**config.mk**
```make
export PLATFORM = sky130hd
export DESIGN_NAME = keyboard_scancode_queue_core_flat
export DESIGN_NICKNAME = d
export VERILOG_FILES = /design/src/hdl/ksq_pkg.sv /design/src/hdl/ksq_if.sv /design/src/hdl/keyboard_scancode_queue_core.sv /design/src/flat_wrapper.sv
export SDC_FILE = /design/constraint.sdc
export NUM_CORES = 1
export LEC_CHECK = 0
export BUFFER_PORTS_ARGS = -buffer_cell sky130_fd_sc_hd__buf_4
export CORE_ASPECT_RATIO = 0.7
export CORE_MARGIN = 2
export CORE_UTILIZATION = 40
export CTS_BUF_LIST = sky130_fd_sc_hd__clkbuf_2 sky130_fd_sc_hd__clkbuf_4 sky130_fd_sc_hd__clkbuf_8
export DETAILED_ROUTE_END_ITERATION = 10
export PLACE_DENSITY = 0.59
export SLEW_MARGIN = 20
export SYNTH_ARGS = -nofsm -noshare
export SYNTH_HDL_FRONTEND = slang
export SYNTH_SLANG_ARGS = --single-unit
```
**constraint.sdc**
```tcl
create_clock -name clk -period 4 [get_ports clk]
set_clock_uncertainty 0.15 [all_clocks]
set_input_delay 0.4 -clock clk [delete_from_list [all_inputs] [get_ports clk]]
set_output_delay 0.4 -clock clk [all_outputs]
set_load 0.005 [all_outputs]
```
**src/hdl/ksq_pkg.sv**
```systemverilog
// Shared constants and codes for the keyboard scancode queue.
`default_nettype none

package ksq_pkg;

  // Field widths of the request and result channels
  localparam int SC_W        = 8;
  localparam int CODE_W      = 7;
  localparam int COUNT_OUT_W = 6;

  // Key-state map covers every 7-bit code
  localparam int MAP_DEPTH = 1 << CODE_W;

  // Highest key code that counts towards any_pressed (lowest is 1)
  localparam int LAST_COUNTED_KEY = 'h58;

  // Position of the release flag in a raw scancode
  localparam int BREAK_BIT = SC_W - 1;

  // Default ring depth
  localparam int BUF_DEPTH_DEF = 32;

  // Request function codes
  localparam logic FUNC_EVENT = 1'b0;
  localparam logic FUNC_POP   = 1'b1;

endpackage

`default_nettype wire

```
**src/hdl/ksq_if.sv**
```systemverilog
// Valid/ready channel interfaces for requests and results of the scancode queue.
`default_nettype none

interface ksq_in_if;
  logic                     valid;
  logic                     ready;
  logic                     func;
  logic [ksq_pkg::SC_W-1:0] scancode;

  modport source (output valid, output func, output scancode, input ready);
  modport sink   (input valid, input func, input scancode, output ready);
endinterface

interface ksq_out_if;
  logic                            valid;
  logic                            ready;
  logic [ksq_pkg::CODE_W-1:0]      popped_key;
  logic                            pop_valid;
  logic                            dropped;
  logic                            any_pressed;
  logic [ksq_pkg::COUNT_OUT_W-1:0] queued_count;

  modport source (output valid, output popped_key, output pop_valid, output dropped,
                  output any_pressed, output queued_count, input ready);
  modport sink   (input valid, input popped_key, input pop_valid, input dropped,
                  input any_pressed, input queued_count, output ready);
endinterface

`default_nettype wire

```
**src/hdl/keyboard_scancode_queue_core.sv**
```systemverilog
// Top level of the keyboard scancode queue: key-state map plus scancode ring.
//
// Usage:
//   in_chan  - request channel (valid/ready). func = FUNC_EVENT carries a raw
//              scancode: bit 7 set releases the key, clear presses it and queues
//              the code. func = FUNC_POP takes the oldest queued code.
//   out_chan - one result per request: popped key, pop/drop flags, whether any
//              key 1..0x58 is held and the queue fill after the request.
//   Throughput: one request per cycle while out_chan.ready stays high. Each
//   request is done in a single pass of logic between the input register and
//   the result register. An accepted request waits in the input register; its
//   result is then registered in the result register and presented until taken.
//   The ring memory is read every cycle at the next read pointer, with a
//   one-entry bypass for a write landing at that address, so a pop never waits.
//   Reset (rst_n low, synchronous): key map cleared, ring emptied, both
//   channels idle. Ring contents are not cleared; they are never read unwritten.
//   Stall: while out_chan.ready is low the result is held; one more request
//   may sit in the input register, after which in_chan.ready drops.
`default_nettype none

module keyboard_scancode_queue_core #(
  parameter int BUF_DEPTH = ksq_pkg::BUF_DEPTH_DEF
) (
  input  wire logic  clk,
  input  wire logic  rst_n,
  ksq_in_if.sink     in_chan,
  ksq_out_if.source  out_chan
);

  localparam int PTR_W = (BUF_DEPTH > 1) ? $clog2(BUF_DEPTH) : 1;
  localparam int CNT_W = $clog2(BUF_DEPTH + 1);

  // Input register
  logic                     in_vld_r;
  logic                     func_r;
  logic [ksq_pkg::SC_W-1:0] sc_r;

  // Result register
  logic                            out_vld_r;
  logic [ksq_pkg::CODE_W-1:0]      popped_key_r;
  logic                            pop_valid_r;
  logic                            dropped_r;
  logic                            any_pressed_r;
  logic [ksq_pkg::COUNT_OUT_W-1:0] queued_count_r;

  // Queue state
  logic [ksq_pkg::MAP_DEPTH-1:0] key_map_r, key_map_nxt;
  logic [PTR_W-1:0]              rd_ptr_r, rd_ptr_nxt;
  logic [PTR_W-1:0]              wr_ptr_r, wr_ptr_nxt;
  logic [CNT_W-1:0]              count_r, count_nxt;

  // Ring memory and its registered read port
  logic [ksq_pkg::CODE_W-1:0] ring_mem [BUF_DEPTH];
  logic [ksq_pkg::CODE_W-1:0] ring_rd_r;
  logic                       byp_r;
  logic [ksq_pkg::CODE_W-1:0] byp_data_r;
  logic [ksq_pkg::CODE_W-1:0] head_code;

  // Decode of the request held in the input register
  logic                       out_free;
  logic                       proc;
  logic                       is_pop;
  logic                       is_break;
  logic [ksq_pkg::CODE_W-1:0] code;
  logic                       empty;
  logic                       full;
  logic                       do_pop;
  logic                       do_push;
  logic                       drop;
  logic                       any_held;

  assign out_free      = !out_vld_r || out_chan.ready;
  assign proc          = in_vld_r && out_free;
  assign in_chan.ready = !in_vld_r || out_free;

  assign is_pop   = (func_r == ksq_pkg::FUNC_POP);
  assign is_break = sc_r[ksq_pkg::BREAK_BIT];
  assign code     = sc_r[ksq_pkg::CODE_W-1:0];
  assign empty    = (count_r == '0);
  assign full     = (count_r == CNT_W'(BUF_DEPTH));

  assign do_pop  = proc && is_pop && !empty;
  assign do_push = proc && !is_pop && !is_break && !full;
  assign drop    = !is_pop && !is_break && full;

  // Oldest queued code: bypassed when it was written on the same edge as the read
  assign head_code = byp_r ? byp_data_r : ring_rd_r;

  always_comb begin
    key_map_nxt = key_map_r;
    if (proc && !is_pop) begin
      key_map_nxt[code] = !is_break;
    end
  end

  // Held-key summary reflects the map after this request; code 0 is excluded
  assign any_held = |key_map_nxt[ksq_pkg::LAST_COUNTED_KEY:1];

  always_comb begin
    rd_ptr_nxt = rd_ptr_r;
    wr_ptr_nxt = wr_ptr_r;
    count_nxt  = count_r;
    if (do_pop) begin
      rd_ptr_nxt = (rd_ptr_r == PTR_W'(BUF_DEPTH - 1)) ? '0 : rd_ptr_r + 1'b1;
      count_nxt  = count_r - 1'b1;
    end else if (do_push) begin
      wr_ptr_nxt = (wr_ptr_r == PTR_W'(BUF_DEPTH - 1)) ? '0 : wr_ptr_r + 1'b1;
      count_nxt  = count_r + 1'b1;
    end
  end

  // Input register
  always_ff @(posedge clk) begin
    if (!rst_n) begin
      in_vld_r <= 1'b0;
    end else if (in_chan.ready) begin
      in_vld_r <= in_chan.valid;
    end
  end

  always_ff @(posedge clk) begin
    if (in_chan.valid && in_chan.ready) begin
      func_r <= in_chan.func;
      sc_r   <= in_chan.scancode;
    end
  end

  // Queue state
  always_ff @(posedge clk) begin
    if (!rst_n) begin
      key_map_r <= '0;
      rd_ptr_r  <= '0;
      wr_ptr_r  <= '0;
      count_r   <= '0;
      byp_r     <= 1'b0;
    end else begin
      key_map_r <= key_map_nxt;
      rd_ptr_r  <= rd_ptr_nxt;
      wr_ptr_r  <= wr_ptr_nxt;
      count_r   <= count_nxt;
      byp_r     <= do_push && (wr_ptr_r == rd_ptr_nxt);
    end
  end

  // Ring memory: one write port, one registered read at the next head
  always_ff @(posedge clk) begin
    if (do_push) begin
      ring_mem[wr_ptr_r] <= code;
    end
    ring_rd_r  <= ring_mem[rd_ptr_nxt];
    byp_data_r <= code;
  end

  // Result register
  always_ff @(posedge clk) begin
    if (!rst_n) begin
      out_vld_r <= 1'b0;
    end else if (out_free) begin
      out_vld_r <= in_vld_r;
    end
  end

  always_ff @(posedge clk) begin
    if (proc) begin
      popped_key_r   <= do_pop ? head_code : '0;
      pop_valid_r    <= do_pop;
      dropped_r      <= drop;
      any_pressed_r  <= any_held;
      queued_count_r <= ksq_pkg::COUNT_OUT_W'(count_nxt);
    end
  end

  assign out_chan.valid        = out_vld_r;
  assign out_chan.popped_key   = popped_key_r;
  assign out_chan.pop_valid    = pop_valid_r;
  assign out_chan.dropped      = dropped_r;
  assign out_chan.any_pressed  = any_pressed_r;
  assign out_chan.queued_count = queued_count_r;

endmodule

`default_nettype wire

```
**src/flat_wrapper.sv**
```systemverilog
// flat-port wrapper written by rule: the top's interface ports become plain ports
module keyboard_scancode_queue_core_flat 
#(
  parameter int BUF_DEPTH = ksq_pkg::BUF_DEPTH_DEF
)
  (clk, rst_n, in_chan_valid, in_chan_func, in_chan_scancode, in_chan_ready, out_chan_valid, out_chan_popped_key, out_chan_pop_valid, out_chan_dropped, out_chan_any_pressed, out_chan_queued_count, out_chan_ready);
  ksq_in_if in_chan_i ();
  ksq_out_if out_chan_i ();
  input  wire logic clk;
  input  wire logic rst_n;
  input wire logic [$bits(in_chan_i.valid)-1:0] in_chan_valid;
  input wire logic [$bits(in_chan_i.func)-1:0] in_chan_func;
  input wire logic [$bits(in_chan_i.scancode)-1:0] in_chan_scancode;
  output wire logic [$bits(in_chan_i.ready)-1:0] in_chan_ready;
  output wire logic [$bits(out_chan_i.valid)-1:0] out_chan_valid;
  output wire logic [$bits(out_chan_i.popped_key)-1:0] out_chan_popped_key;
  output wire logic [$bits(out_chan_i.pop_valid)-1:0] out_chan_pop_valid;
  output wire logic [$bits(out_chan_i.dropped)-1:0] out_chan_dropped;
  output wire logic [$bits(out_chan_i.any_pressed)-1:0] out_chan_any_pressed;
  output wire logic [$bits(out_chan_i.queued_count)-1:0] out_chan_queued_count;
  input wire logic [$bits(out_chan_i.ready)-1:0] out_chan_ready;
  assign in_chan_i.valid = in_chan_valid;
  assign in_chan_i.func = in_chan_func;
  assign in_chan_i.scancode = in_chan_scancode;
  assign in_chan_ready = in_chan_i.ready;
  assign out_chan_valid = out_chan_i.valid;
  assign out_chan_popped_key = out_chan_i.popped_key;
  assign out_chan_pop_valid = out_chan_i.pop_valid;
  assign out_chan_dropped = out_chan_i.dropped;
  assign out_chan_any_pressed = out_chan_i.any_pressed;
  assign out_chan_queued_count = out_chan_i.queued_count;
  assign out_chan_i.ready = out_chan_ready;
  keyboard_scancode_queue_core #(.BUF_DEPTH(BUF_DEPTH)) u_core (.clk(clk), .rst_n(rst_n), .in_chan(in_chan_i), .out_chan(out_chan_i));
endmodule
```
==> impl_metrics.yaml <==
yosys:
  synth_top_family_by_area: "simple AND/OR/NAND/NOR gates"
  yosys_register_bits: 370
  synth_compound_area_share_pct: 15.94
  synth.distinct_cells: 72
  synth_edf_count: 249
  synthSimpleGateAreaFrac_pct: 16.98
  netlist_top_cells_area: "edfxtp_1, dfxtp_1, nand2_1"
  synth-adder-area-share_pct: 0.6969
  syn_avg_cell_area_um2: 10.97
  synth_warnings: 0
  ys_seq_area_share_pct: 61.27
  syn_inst: 1473
  synth_area_mm2: 0.01616
  synth_top_area_share_pct: 46.28
  synth.area.mux_share_pct: 1.285
  synthFlopType: "edfxtp_1"
  synth_largest_area_cell: "edfxtp_1"
  synthXorXnorAreaFrac_pct: 0.5420
  synthArstFlopShare_pct: 0
  synth_nets: 1495
sta:
  setup_tns_ps: 0
  min_period_ps: 3865
  finalHoldViolCount: 0
  tightest_slew_ps: 1095
  fin_ws_ps: 134.6
  drv_slew: 0
  fmax_ghz: 0.2587
  rsz0062_at_grt: "no"
  final-setup-viol-count: 0
  maxSlewHeadroom_pct: 26.97
  hold_ws_ps: 186.2
  post-route-period-util_pct: 96.64
hold_path:
  holdPathStages: 5
  min_from: "out_chan_ready"
  hold_class: "input port to flop"
  holdPathEnd: "u_core.in_vld_r"
run_status:
  outcome: "completed"
routing:
  vias: 12248
  via_per_inst: 5.783
  drt-initial-drc-count: 1269
  routed_wl_um: 45930
  routedWlPerCell_um: 21.69
  drtPass1Iterations: 5
  drt_drc_violations_left: 0
  drtAntennaViolNets: 0
setup_path:
  worstPathCellList: "inv_1 -> ha_1 -> or4b_4 -> o211ai_4 -> inv_4 -> mux2_4 -> a21o_1 -> a21oi_2 -> a311oi_1 -> or4_1 -> or3_1"
  path_delay_family: "simple AND/OR/NAND/NOR gates"
  regToRegStartpoint: "u_core.count_r[1]"
  critPathLaunchType: "flop"
  r2r_cells: 11
  startpoint: "u_core.count_r[1]"
  crit_required_ps: 4350
  path_buf_inv: 2
  critPathMaxStageDelay_ps: 680
  cp-end-kind: "flop"
  ff2ff_setup_slack_ps: 130
  path_class: "flop to flop"
  r2r-end: "u_core.ring_rd_r[3]"
  path_max_fanout: 63
  cp_slowest_cell: "or4_1"
  arrival_ps: 4210
global_routing:
  antenna_found_initial: 1
  grt_util_all_layers_pct: 21.99
  grt_max_degree: 108
  grt_pass1_vias: 11424
  overflow: 0
  grt_pass1_wl_um: 70240
finish:
  drive_above_1_share_pct: 14.28
  antennaDiodeCount: 0
  synthToLayoutAreaGrowth_pct: 15.36
  fin_nets: 1558
  stdcell_count: 2118
  num-fill-cells: 3605
power_and_ir_drop:
  ir_drop_uv: 282.3
  power.density_mw_per_mm2: 437.8
  p_leak_uw: 0.006575
  total_power_uw: 8161
cts:
  clkLatencyLatePin_ps: 630
  cts_buffer_depth: 3
  root_buffer: "clkbuf_8"
  cts_num_sinks: 370
  clkTransAtPathRegs_ps: 70
  htree_num_levels: 2
  cts_buffers: 58
  cts_tree: "done"
flow_run:
  cap_violations: 0
die:
  start_util_pct: 40.63
  core_area_mm2: 0.03976
  die_w_um: 244.2
  rows: 61
  die-height_um: 172.2
  ios: 31
  dieArea_mm2: 0.04204
place:
  place_ws_ps: 62.14
  dp_hpwl_um: 30050
  dp_cells: 2001
  port-buffer-count: 30
  gp_congestion: 0.8911
==> cells in the mapped netlist, types with 11 or more instances <==
cell type,number
nor2b_1,13
edfxtp_1,249
a211oi_1,17
dfxtp_1,121
mux2i_1,17
inv_1,13
nor2_1,102
a32o_1,12
nand2_1,234
nand3_1,36
nand4_1,16
or3_1,42
nor3b_1,11
a21o_1,15
nor3_1,35
o22ai_1,19
a311oi_1,25
a21oi_1,72
or4_1,16
buf_2,17
o21ai_0,52
a31oi_1,23
and2_1,29
o211a_1,29
a21boi_0,40
clkbuf_1,81
==> flip-flops by register name (all words and copies together) (netlist names) <==
register,cells
u_core.out_chan.any_pressed,1
u_core.byp_data_r,7
u_core.wr_ptr_r,5
u_core.out_chan.valid,1
u_core.out_chan.queued_count,6
u_core.func_r,1
u_core.rd_ptr_r,5
u_core.out_chan.dropped,1
u_core.out_chan.popped_key,7
u_core.count_r,6
u_core.in_vld_r,1
u_core.out_chan.pop_valid,1
u_core.ring_rd_r,7
u_core.sc_r,8
u_core.byp_r,1
u_core.key_map_r,88
u_core.ring_mem,224
==> report_power, final <==
group          switching (uW)  internal, uW  leakage (uW)
Sequential               35.0          4110       0.00324
Clock                    1530          2070      0.000690
Combinational             284           135       0.00265
==> kinds of logic (layout without fill, tap and decap cells) <==
kind of cell,Yosys count,count (layout)
AO/OA/AOI/OAI,364,364
XOR/XNOR,10,10
adder cells (fa/ha/maj),9,9
buffers and inverters,126,236
flip-flops,370,370
multiplexers,20,20
AND/OR/NAND/NOR,574,574
==> worst max-delay path by stage <==
stage / endpoint / slack (ps) / cells after the start
after global placement: u_core.out_chan.any_pressed / 140 / 8
after global routing: u_core.ring_rd_r[3] / 8 / 11
final: u_core.ring_rd_r[3] / 130 / 11
after CTS: u_core.out_chan.any_pressed / 70 / 8
after detailed placement: u_core.out_chan.any_pressed / 60 / 8
after floorplan: u_core.out_chan.any_pressed / 510 / 10
==> placed cells by master, fill, tap and decap left out, types with 11 or more instances in the layout <==
cell      count
a211oi_1     17
a21boi_0     40
a21o_1       15
a21oi_1      72
a311oi_1     25
a31oi_1      23
a32o_1       12
and2_1       29
buf_4       100
clkbuf_4     15
clkbuf_8     68
dfxtp_1     121
edfxtp_1    249
inv_1        13
mux2i_1      15
nand2_1     234
nand3_1      36
nand4_1      16
nor2_1      101
nor2b_1      13
nor3_1       35
nor3b_1      11
o211a_1      29
o21ai_0      52
o22ai_1      19
or3_1        42
or4_1        15
==> per-layer routing <==
layer  vias to the layer above  global-route usage, %  routed length, um
li1                       5618                      -                  -
met1                      6037                  34.69              22520
met2                       529                  29.00              17780
met3                        62                  6.395               5008
met4                         2                  5.064                612
met5                         -                      0                 13
==> layout make-up <==
class | instances | area (um2) | share of cell area [%]
clock buffers | 83 | 1049 | 5.625
multi-input cells | 977 | 5767 | 30.94
repair buffers | 115 | 942.2 | 5.055
well taps | 535 | 669.4 | 3.591
clock inverters | 24 | 257.7 | 1.383
flip-flops and latches | 370 | 9899 | 53.11
inverters | 14 | 55.05 | 0.2954
==> worst register-to-register path, stage by stage, from the launching register on <==
cell and delay, ps:
dfxtp_1 340, inv_1 90, ha_1 210, or4b_4 530, o211ai_4 220, inv_4 110
mux2_4 550, a21o_1 320, a21oi_2 100, a311oi_1 90, or4_1 680, or3_1 340
==> metrics by stage <==
step | utilization [%] | cell area (um2)
after floorplan | - | 16160
after global placement | 43.30 | 17220
after detailed placement | 43.30 | 17220
after CTS | 46.84 | 18620
after global routing | 46.87 | 18640
final | 46.87 | 18640
==> repair_timing <==
| action | in CTS | in global routing |
|---|---|---|
| gates resized for setup | 0 | 4 |
| hold buffers | 10 | 0 |
| setup endpoints to repair | 0 | 1 |
| endpoints found under the hold margin | 10 | 0 |
| buffers inserted | 0 | 0 |
(Power assumes the default switching activity.)
